==> config.mk <==
export PLATFORM = sky130hd
export DESIGN_NAME = poad_wheel
export DESIGN_NICKNAME = d
export VERILOG_FILES = /design/src/rtl/proximity_obstacle_avoidance_drive_unit_defines.svh /design/src/rtl/poad_pkg.sv /design/src/rtl/poad_wheel.sv
export SDC_FILE = /design/constraint.sdc
export NUM_CORES = 1
export LEC_CHECK = 0
export BUFFER_PORTS_ARGS = -buffer_cell sky130_fd_sc_hd__buf_4
export CAP_MARGIN = 40
export CORE_MARGIN = 3
export CORE_UTILIZATION = 64
export CTS_CLUSTER_SIZE = 30
export DETAILED_ROUTE_END_ITERATION = 16
export PLACE_DENSITY = 0.84
export SLEW_MARGIN = 20
export SYNTH_ARGS = -nofsm -noshare
export SYNTH_HDL_FRONTEND = slang
export SYNTH_SLANG_ARGS = --single-unit
export TNS_END_PERCENT = 30
==> constraint.sdc <==
create_clock -name clk -period 15.8 [get_ports clk]
set_input_delay 3.16 -clock clk [delete_from_list [all_inputs] [get_ports clk]]
set_output_delay 3.16 -clock clk [all_outputs]
set_load 0.01 [all_outputs]
==> src/rtl/proximity_obstacle_avoidance_drive_unit_defines.svh <==
// ----------------------------------------------------------------------------
// Assertion macros for the obstacle avoidance drive unit
// Each check compiles to a concurrent assertion in simulation and to nothing
// when SYNTHESIS is defined. The checks sample on clk and are off under rst.
// ----------------------------------------------------------------------------
`ifndef PROXIMITY_OBSTACLE_AVOIDANCE_DRIVE_UNIT_DEFINES_SVH
`define PROXIMITY_OBSTACLE_AVOIDANCE_DRIVE_UNIT_DEFINES_SVH

`ifndef SYNTHESIS

// Holds at every edge
`define POAD_ASSERT(label, prop) \
  label: assert property (@(posedge clk) disable iff (rst) (prop)) \
    else $error("poad check failed");

// Consequent in the same cycle
`define POAD_ASSERT_IMP(label, ante, cons) \
  label: assert property (@(posedge clk) disable iff (rst) (ante) |-> (cons)) \
    else $error("poad check failed");

// Consequent in the next cycle
`define POAD_ASSERT_NXT(label, ante, cons) \
  label: assert property (@(posedge clk) disable iff (rst) (ante) |=> (cons)) \
    else $error("poad check failed");

`else

`define POAD_ASSERT(label, prop)
`define POAD_ASSERT_IMP(label, ante, cons)
`define POAD_ASSERT_NXT(label, ante, cons)

`endif

`endif

==> src/rtl/poad_pkg.sv <==
// ----------------------------------------------------------------------------
// poad_pkg
// Types, constants and helper functions of the obstacle avoidance drive.
// ----------------------------------------------------------------------------
package poad_pkg;

  localparam int SampleBits = 12;
  localparam int NumSens    = 8;
  localparam int HalfSens   = NumSens / 2;
  localparam int NumPairs   = 3;
  localparam int IdxW       = $clog2(NumSens);
  localparam int WeightW    = 16;
  localparam int SpeedW     = 11;

  // Stream and register port widths
  localparam int InW   = ((NumSens * SampleBits + 7) / 8) * 8;
  localparam int OutW  = ((2 * SpeedW + 2 + 7) / 8) * 8;
  localparam int AddrW = IdxW + 2;
  localparam int DataW = 32;

  // Thresholds and speeds
  localparam int AvoidTh    = 2100;
  localparam int FollowTh   = 1300;
  localparam int ExitTh     = 70;
  localparam int BraitDiv   = 350;
  localparam int PeakShift  = 13;
  localparam int SpeedMax   = 800;
  localparam int LeftOfs    = 66;
  localparam int RightOfs   = 72;
  localparam int BaseSpeed  = 200;
  localparam int MirrorAdd  = 512;
  localparam int FastSpeed  = 150;
  localparam int MidSpeed   = 140;
  localparam int SlowSpeed  = 100;

  // Datapath widths
  localparam int CoefW      = WeightW + 1;
  localparam int ProdW      = CoefW + SampleBits + 1;
  localparam int HiW        = ProdW - 8;
  localparam int AccW       = SampleBits + 13;
  localparam int MagW       = AccW - 1;
  localparam int RecipShift = MagW + 9;
  localparam int RecipW     = MagW + 1;
  localparam int MulW       = MagW + RecipW;
  localparam int QuoW       = MulW - RecipShift;
  localparam int SumW       = SampleBits + 7;
  localparam int BaseW      = SampleBits;
  localparam int PeakProdW  = SampleBits + 8;

  // ceil(2^RecipShift / 350): exact quotient for any magnitude below 2^MagW
  localparam longint unsigned Recip =
    ((64'd1 << RecipShift) + BraitDiv - 1) / BraitDiv;

  typedef logic [SampleBits-1:0]       sample_t;
  typedef logic signed [WeightW-1:0]   weight_t;
  typedef logic signed [CoefW-1:0]     coef_t;
  typedef logic signed [BaseW-1:0]     base_t;
  typedef logic signed [AccW-1:0]      acc_t;
  typedef logic signed [SpeedW-1:0]    speed_t;

  // One weighted reading: product divided by 256 (floor) and a flag for a
  // nonzero remainder
  typedef struct packed {
    logic signed [HiW-1:0] hi;
    logic                  frac;
  } term_t;

  // Load enables of the pipeline stages behind stage two
  typedef struct packed {
    logic s3;
    logic s4;
    logic s5;
    logic so;
  } stage_en_t;

  function automatic logic above(sample_t d, int th);
    return int'(d) > th;
  endfunction

  function automatic term_t make_term(coef_t coef, sample_t d);
    logic signed [ProdW-1:0] p;
    term_t r;
    p = $signed(ProdW'(coef)) * $signed(ProdW'({1'b0, d}));
    r.hi = p[ProdW-1:8];
    r.frac = |p[7:0];
    return r;
  endfunction

  // acc = trunc((256*acc + x) / 256): floor sum, plus one when negative and
  // the dropped fraction is nonzero
  function automatic acc_t acc_step(acc_t acc, term_t term);
    acc_t t;
    t = acc + {{(AccW-HiW){term.hi[HiW-1]}}, term.hi};
    if (t[AccW-1] && term.frac) begin
      t = t + acc_t'(1);
    end
    return t;
  endfunction

  // 200 - 200*peak/8192, truncated toward zero
  function automatic base_t cruise(sample_t peak);
    logic [PeakProdW-1:0] p;
    logic [PeakProdW-1:0] q;
    base_t r;
    p = PeakProdW'(peak) * PeakProdW'(BaseSpeed);
    q = p >> PeakShift;
    r = base_t'(BaseSpeed) - base_t'(q);
    if ((32'(p) <= 32'(BaseSpeed << PeakShift)) && (p[PeakShift-1:0] != '0)) begin
      r = r - base_t'(1);
    end
    return r;
  endfunction

endpackage

==> src/rtl/poad_wheel.sv <==
// ----------------------------------------------------------------------------
// poad_wheel
// Braitenberg sum, divide by 350, offset, base speed and clamp for one wheel.
// ----------------------------------------------------------------------------
module poad_wheel (
  input  logic                clk,
  input  poad_pkg::stage_en_t en,
  input  poad_pkg::term_t     term [poad_pkg::NumSens],
  input  poad_pkg::base_t     base,
  input  poad_pkg::base_t     ofs,
  output poad_pkg::speed_t    speed
);
  import poad_pkg::*;

  acc_t                   acc3;
  term_t                  term3 [HalfSens];
  base_t                  base3;
  acc_t                   acc4;
  base_t                  base4;
  logic                   neg5;
  logic [MulW-1:0]        prod5;
  base_t                  base5;

  acc_t                   acc3_next;
  acc_t                   acc4_next;
  logic                   neg;
  acc_t                   acc_abs;
  logic [MagW-1:0]        mag;
  logic [QuoW-1:0]        quo;
  logic signed [SumW-1:0] quo_s;
  logic signed [SumW-1:0] sum;
  speed_t                 speed_next;

  // First half of the accumulation
  always_comb begin
    acc3_next = '0;
    for (int i = 0; i < HalfSens; i++) begin
      acc3_next = acc_step(acc3_next, term[i]);
    end
  end

  always_ff @(posedge clk) begin
    if (en.s3) begin
      acc3 <= acc3_next;
      base3 <= base;
      for (int i = 0; i < HalfSens; i++) begin
        term3[i] <= term[HalfSens + i];
      end
    end
  end

  // Second half
  always_comb begin
    acc4_next = acc3;
    for (int i = 0; i < HalfSens; i++) begin
      acc4_next = acc_step(acc4_next, term3[i]);
    end
  end

  always_ff @(posedge clk) begin
    if (en.s4) begin
      acc4 <= acc4_next;
      base4 <= base3;
    end
  end

  // Divide the magnitude by 350 through the reciprocal
  always_comb begin
    neg = acc4[AccW-1];
    acc_abs = neg ? -acc4 : acc4;
    mag = acc_abs[MagW-1:0];
  end

  always_ff @(posedge clk) begin
    if (en.s5) begin
      neg5 <= neg;
      prod5 <= MulW'(mag) * MulW'(Recip);
      base5 <= base4;
    end
  end

  always_comb begin
    quo = prod5[MulW-1:RecipShift];
    quo_s = neg5 ? -$signed(SumW'(quo)) : $signed(SumW'(quo));
    sum = quo_s + SumW'(base5) + SumW'(ofs);
    if (sum > SumW'(SpeedMax)) begin
      speed_next = speed_t'(SpeedMax);
    end else if (sum < SumW'(-SpeedMax)) begin
      speed_next = speed_t'(-SpeedMax);
    end else begin
      speed_next = sum[SpeedW-1:0];
    end
  end

  always_ff @(posedge clk) begin
    if (en.so) begin
      speed <= speed_next;
    end
  end

endmodule

; Yosys cells after proc, flatten, opt, wreduce, memory -nomap -nowiden
; Memory sizes are Yosys's and may differ from the RTL's.
; Index checks and enable logic that the tools add are counted.
[totals]
reg_bits = 147
ram_bits = 92
input_bits = 213
out_inout_bits = 11
wordCells = 54
mem_count = 1
[classes]
addsub = 19
mul = 1
order_cmp = 2
mux = 13
reduce_logical = 9
[memory_table]
columns = name, depth, word_bits, read_ports, rd_ports_with_merged_regs, write_ports, line
row1 = term3, 4, 23, 4, 0, 4, poad_wheel.sv:16  ; term_t term3 [HalfSens];
[ops]
columns = operator, count
row1 = $mux 25, 8
row2 = $add 25x2->25 const B, 7
row3 = $add 25x25->25, 7
row4 = $mul 24x25->49 const B, 1
row5 = $add 19x12->19, 2
row6 = $mux 24, 1
row7 = $neg 24->24, 1
row8 = $add 22x2->23 const B, 1
row9 = $gt 19x11->1 const B, 1
row10 = $lt 19x11->1 const B, 1
row11 = $mux 19, 1
row12 = $neg 16->19, 1
row13 = $mux 11, 1
row14 = $logic_and 1x1->1, 8
row15 = $mux 1, 2
row16 = $reduce_or 2->1, 1

; Depth between registers and ports, before layout
; An unclocked memory read counts as a cell.
[logic_depth]
depth_word = 13
ltp_mapped = 58
ltp_nobuf = 57

; Worst setup path after synthesis
; Ideal clock, no wire load.
[synth_timing]
path_kind = input to register
start = input port term[162] (netlist name)
end = register acc3[23], data pin
setup_ns = 0.262
t_arrival_ns = 13.260
required_time_ns = 15.538
path_slack_ns = 2.278
stages = 46
n_path_buf = 3
cell_sequence = ha_1 -> and3_1 -> nand2b_1 -> clkbuf_1 -> nor2_1 -> xor2_1 -> ha_1 -> and3_1 -> and3_1 -> a41oi_1 -> nand2_1 -> o41ai_1 -> xor2_1 -> nor4_1 -> nand4_1 -> or3_1 -> a21oi_1 -> a221oi_1 -> (+10 left out) -> xnor2_1 -> buf_2 -> nand3_1 -> xnor2_1 -> ha_1 -> nor2b_1 -> o21ai_1 -> a211oi_1 -> or4b_1 -> and3_1 -> or2_1 -> a211o_1 -> nor3_1 -> nand3b_1 -> or3_1 -> or3_1 -> a211oi_1 -> xnor2_1
[synth_via]
elab_chain_len = 11
elab_cells_between_ends = 14
cone_classes = add/sub: 7 / mux: 4 / reduce/logical: 3
[synth_lines]
columns = element, line
row1 = start: declaration, poad_wheel.sv:8  ; input poad_pkg::term_t term [poad_pkg::NumSens],
row2 = $add 22x2->23, poad_pkg.sv:95  ; t = t + acc_t'(1);
row3 = $mux 25 (*), poad_pkg.sv:94  ; if (t[AccW-1] && term.frac) begin
row4 = $add 25x25->25 (*), poad_pkg.sv:93  ; t = acc + {{(AccW-HiW){term.hi[HiW-1]}}, term.hi};
row5 = $add 25x2->25 / $logic_and 1x1->1 (equally long branches), "poad_pkg.sv:95, poad_pkg.sv:94"
row6 = $mux 25 (*), poad_pkg.sv:94
row7 = $add 25x25->25 (*), poad_pkg.sv:93
row8 = $add 25x2->25 / $logic_and 1x1->1 (equally long branches), "poad_pkg.sv:95, poad_pkg.sv:94"
row9 = $mux 25 (*), poad_pkg.sv:94
row10 = $add 25x25->25 (*), poad_pkg.sv:93
row11 = $add 25x2->25 / $logic_and 1x1->1 (equally long branches), "poad_pkg.sv:95, poad_pkg.sv:94"
row12 = $mux 25 (*), poad_pkg.sv:94
row13 = via acc3_next[23], poad_wheel.sv:24  ; acc_t acc3_next;
row14 = end signal: assignment, poad_wheel.sv:44  ; acc3 <= acc3_next;
row15 = end: declaration, poad_wheel.sv:15  ; acc_t acc3;
; The timed path passes the listed nets; every way through them passes the cells marked *.
; A chain may end at the register's enable or synchronous reset.

; Worst setup path after layout
[layout_timing]
start = register acc3[0]
end = register acc4[1], data pin
[layout_via]
elab_chain_len = 12
elab_cells_between_ends = 16
cone_classes = add/sub: 8 / mux: 4 / reduce/logical: 4
[layout_lines]
columns = element, line
row1 = $add 25x25->25 (*), poad_pkg.sv:93
row2 = $add 25x2->25 / $logic_and 1x1->1 (equally long branches), "poad_pkg.sv:95, poad_pkg.sv:94"
row3 = $mux 25 (*), poad_pkg.sv:94
row4 = $add 25x25->25 (*), poad_pkg.sv:93
row5 = $add 25x2->25 / $logic_and 1x1->1 (equally long branches), "poad_pkg.sv:95, poad_pkg.sv:94"
row6 = $mux 25 (*), poad_pkg.sv:94
row7 = $add 25x25->25 (*), poad_pkg.sv:93
row8 = $add 25x2->25 / $logic_and 1x1->1 (equally long branches), "poad_pkg.sv:95, poad_pkg.sv:94"
row9 = $mux 25 (*), poad_pkg.sv:94
row10 = $add 25x25->25 (*), poad_pkg.sv:93
row11 = $add 25x2->25 / $logic_and 1x1->1 (equally long branches), "poad_pkg.sv:95, poad_pkg.sv:94"
row12 = $mux 25 (*), poad_pkg.sv:94
row13 = via acc4_next[1], poad_wheel.sv:25  ; acc_t acc4_next;
row14 = end signal: assignment, poad_wheel.sv:62  ; acc4 <= acc4_next;
row15 = end: declaration, poad_wheel.sv:18  ; acc_t acc4;
; Marks and branches as above.

==> impl_metrics.toml <==
[placement]
place_congestion = 1.00
place_area_um2 = 35100
portBuffers = 223
hpwl_um = 70700

[flow_run]
maxCapViolCount = 0

[cts]
cts_buffers = 25
postCtsSetupRepairBufs = 0
cts.reportedPaths.clkPinSlew_ns = 0.06
clkSinkCount = 206
clock_latency_ns = 0.56
h-tree-depth = 1
cts_hold_buf = 0
root_buffer = "clkbuf_16"
cts_tree = "yes"
clk_path_buf_depth = 3

[floorplanning]
chipHeight_um = 232
row_count = 82
core_um2 = 50400
die_x_um = 232
die_area_um2 = 53900
ios = 224
initial_core_util_pct = 65.0

[detailed_routing]
drc = 0
drt_iter0_markers = 1604
drtPass1Iterations = 7
vias = 26100
wl_per_cell_um = 18.9
drtAntennaViolNets = 0
via_per_inst = 5.97
wl_um = 82800

[synthesis]
netlist.area_leader.share_pct = 18.9
synth_xor_area_share_pct = 10.0
synth_cell_types = 112
synth-compound-area-share_pct = 14.7
synth_area_um2 = 32700
syn_nets = 4405
yosysSeqAreaShare_pct = 18.9
synth_edf_count = 206
yosys_warnings = 0
synthTopCellsByArea = "edfxtp_1, fa_1, ha_1"
async_flop_share_pct = 0
synth_mux_area_share_pct = 0.512
synth_top_family_by_area = "adder cells"
yosysTopAreaCell = "edfxtp_1"
synth_cells = 3476
synth-simple-area-share_pct = 14.7
synthAdderAreaFrac_pct = 34.4
ys_seq_elements = 206
avgSynthCellArea_um2 = 9.41
synthFlopType = "edfxtp_1"

[grt]
grt_max_degree = 61
antenna_found_initial = 6
grt_usage_pct = 30.8
grt_pass1_vias = 26100
grt_pass1_wl_um = 133000
overflow = 0

[final_layout]
num-nets-final = 4613
fin_util_pct = 71.4
multi_input_area_um2 = 24400
layout.area.seq_um2 = 6190
syn2layout_area_growth_pct = 9.97
nFillCells = 3748
drive_gt1_share_pct = 9.43
stdcell_area_um2 = 36000

[sta]
relSlewSlack_pct = 40.6
maxSlewViolCount = 0
tightestPinTransition_ns = 0.887
fin_skew_ns = 0.0310
fin_setup_tns_ns = 0
hold_violations = 0
rsz0062_at_grt = "false"
setup-violations-final = 0
period_minus_slack_ns = 14.71
fin_crit_sh_pct = 93.1
max_freq_ghz = 0.0680
hold_ws_ns = 0.415

[critical_path]
crit_required_ns = 16.10
endpoint_kind = "flop"
cp_max_fo = 18
startpoint_type = "flop"
slowest_stage = "xnor2_1"
slowest_delay_ns = 0.53
reg2reg_depth = 55
worstPathArrival_ns = 15.02
critical_path_class = "flop to flop"
cp_common_cell = "xnor2_1"

[outcome]
status = "complete, no violations"

[worst_hold_path]
hold_path_class = "flop to flop"
whs_path_depth = 0
==> cells in the final DEF, fill, tap and decap left out, types with 10 or more instances in the layout <==
cell / count
nand4b_1: 10
a21oi_1: 165
o21a_1: 42
nand3_1: 97
and3_1: 53
clkbuf_16: 25
a211oi_1: 28
a21o_1: 85
o211ai_1: 26
o21ai_1: 16
inv_1: 524
o2111ai_1: 13
nand2b_1: 30
nor2b_1: 41
and4_1: 12
and2_1: 29
mux2i_1: 10
a2111oi_0: 14
ha_1: 409
nor3b_1: 14
xnor2_1: 236
nor4_1: 16
fa_1: 307
nand4_1: 52
nand2_1: 187
nor3_1: 73
edfxtp_1: 206
o31ai_1: 16
xor2_1: 130
or2_2: 13
or3_1: 37
o21ai_0: 103
a31oi_1: 25
buf_4: 233
nand3b_1: 14
or4_1: 22
o31a_1: 13
nor2_1: 156
o21bai_1: 25
==> cell usage after synthesis (28+ instances only) <==
cell and number:
a21oi_1 165, o21a_1 42, xnor2_1 237, edfxtp_1 206
a211oi_1 28, o21ai_0 103, fa_1 307, clkbuf_1 39
or3_1 37, nor2b_1 41, inv_1 524, and3_1 53
xor2_1 131, nand4_1 52, a21o_1 85, and2_1 29
nand3_1 97, ha_1 409, nand2b_1 30, nor2_1 156
nor3_1 73, nand2_1 187
==> path summary, 6_finish.rpt <==
| kind | from | to | slack [ns] |
|---|---|---|---|
| max | acc3[0] | acc4[1] | 1.09 |
| max reg2reg | acc3[0] | acc4[1] | 1.09 |
| min reg2reg | base4[7] | base5[7] | 0.41 |
| min | base4[7] | base5[7] | 0.41 |
==> timing repair <==
| action | in CTS | in global routing |
|---|---|---|
| setup endpoints to repair | 0 | 11 |
| endpoints found under the hold margin | 0 | 0 |
| resized for setup | 0 | 2 |
==> registers in the layout, summed over array words and instances, names as in the netlist <==
register,count
acc3,25
acc4,25
base3,12
base4,12
base5,12
neg5,1
prod5,16
speed,11
term3,92
==> worst max-delay path, delay by kind of cell (launching register included) <==
family	cells	cell delay (ns)
xor+xnor	7	2.20
flops	1	0.33
buf+inv	3	0.46
simple gates	17	3.76
mux	1	0.34
compound gates	22	5.67
fa+ha+maj	5	1.68
==> stage by stage <==
stage / cells / setup WS [ns]
after global placement: 4324 / 1.18
after global routing: 4378 / 0.0273
after floorplan: 3476 / 2.28
after detailed placement: 4327 / 0.847
after CTS: 4371 / 0.992
final: 4378 / 1.09
==> per-layer routing <==
metal | vias to the layer above | global-route usage [%] | wire (µm)
met5 | - | 0 | 13
met4 | 2 | 9.68 | 2890
met3 | 172 | 3.72 | 4740
met2 | 847 | 55.7 | 41600
met1 | 12500 | 38.5 | 33500
li1 | 12600 | - | -
==> cell families after synthesis <==
family | after synthesis
compound gates | 695
xor+xnor | 371
fa+ha+maj | 716
buf+inv | 580
flops | 206
mux | 16
simple gates | 892
==> final cells by class <==
type | instances | area share [%]
Clock buffer | 26 | 1.75
Timing Repair Buffer | 237 | 5.02
Antenna cell | 5 | 0.0348
Clock inverter | 18 | 0.511
Tap cell | 672 | 2.34
Inverter | 524 | 5.47
Sequential cell | 206 | 17.2
Multi-Input combinational cell | 2690 | 67.7
Power is not shown: default switching activity piles up to over one toggle a cycle in this logic, so the estimate is an artifact.
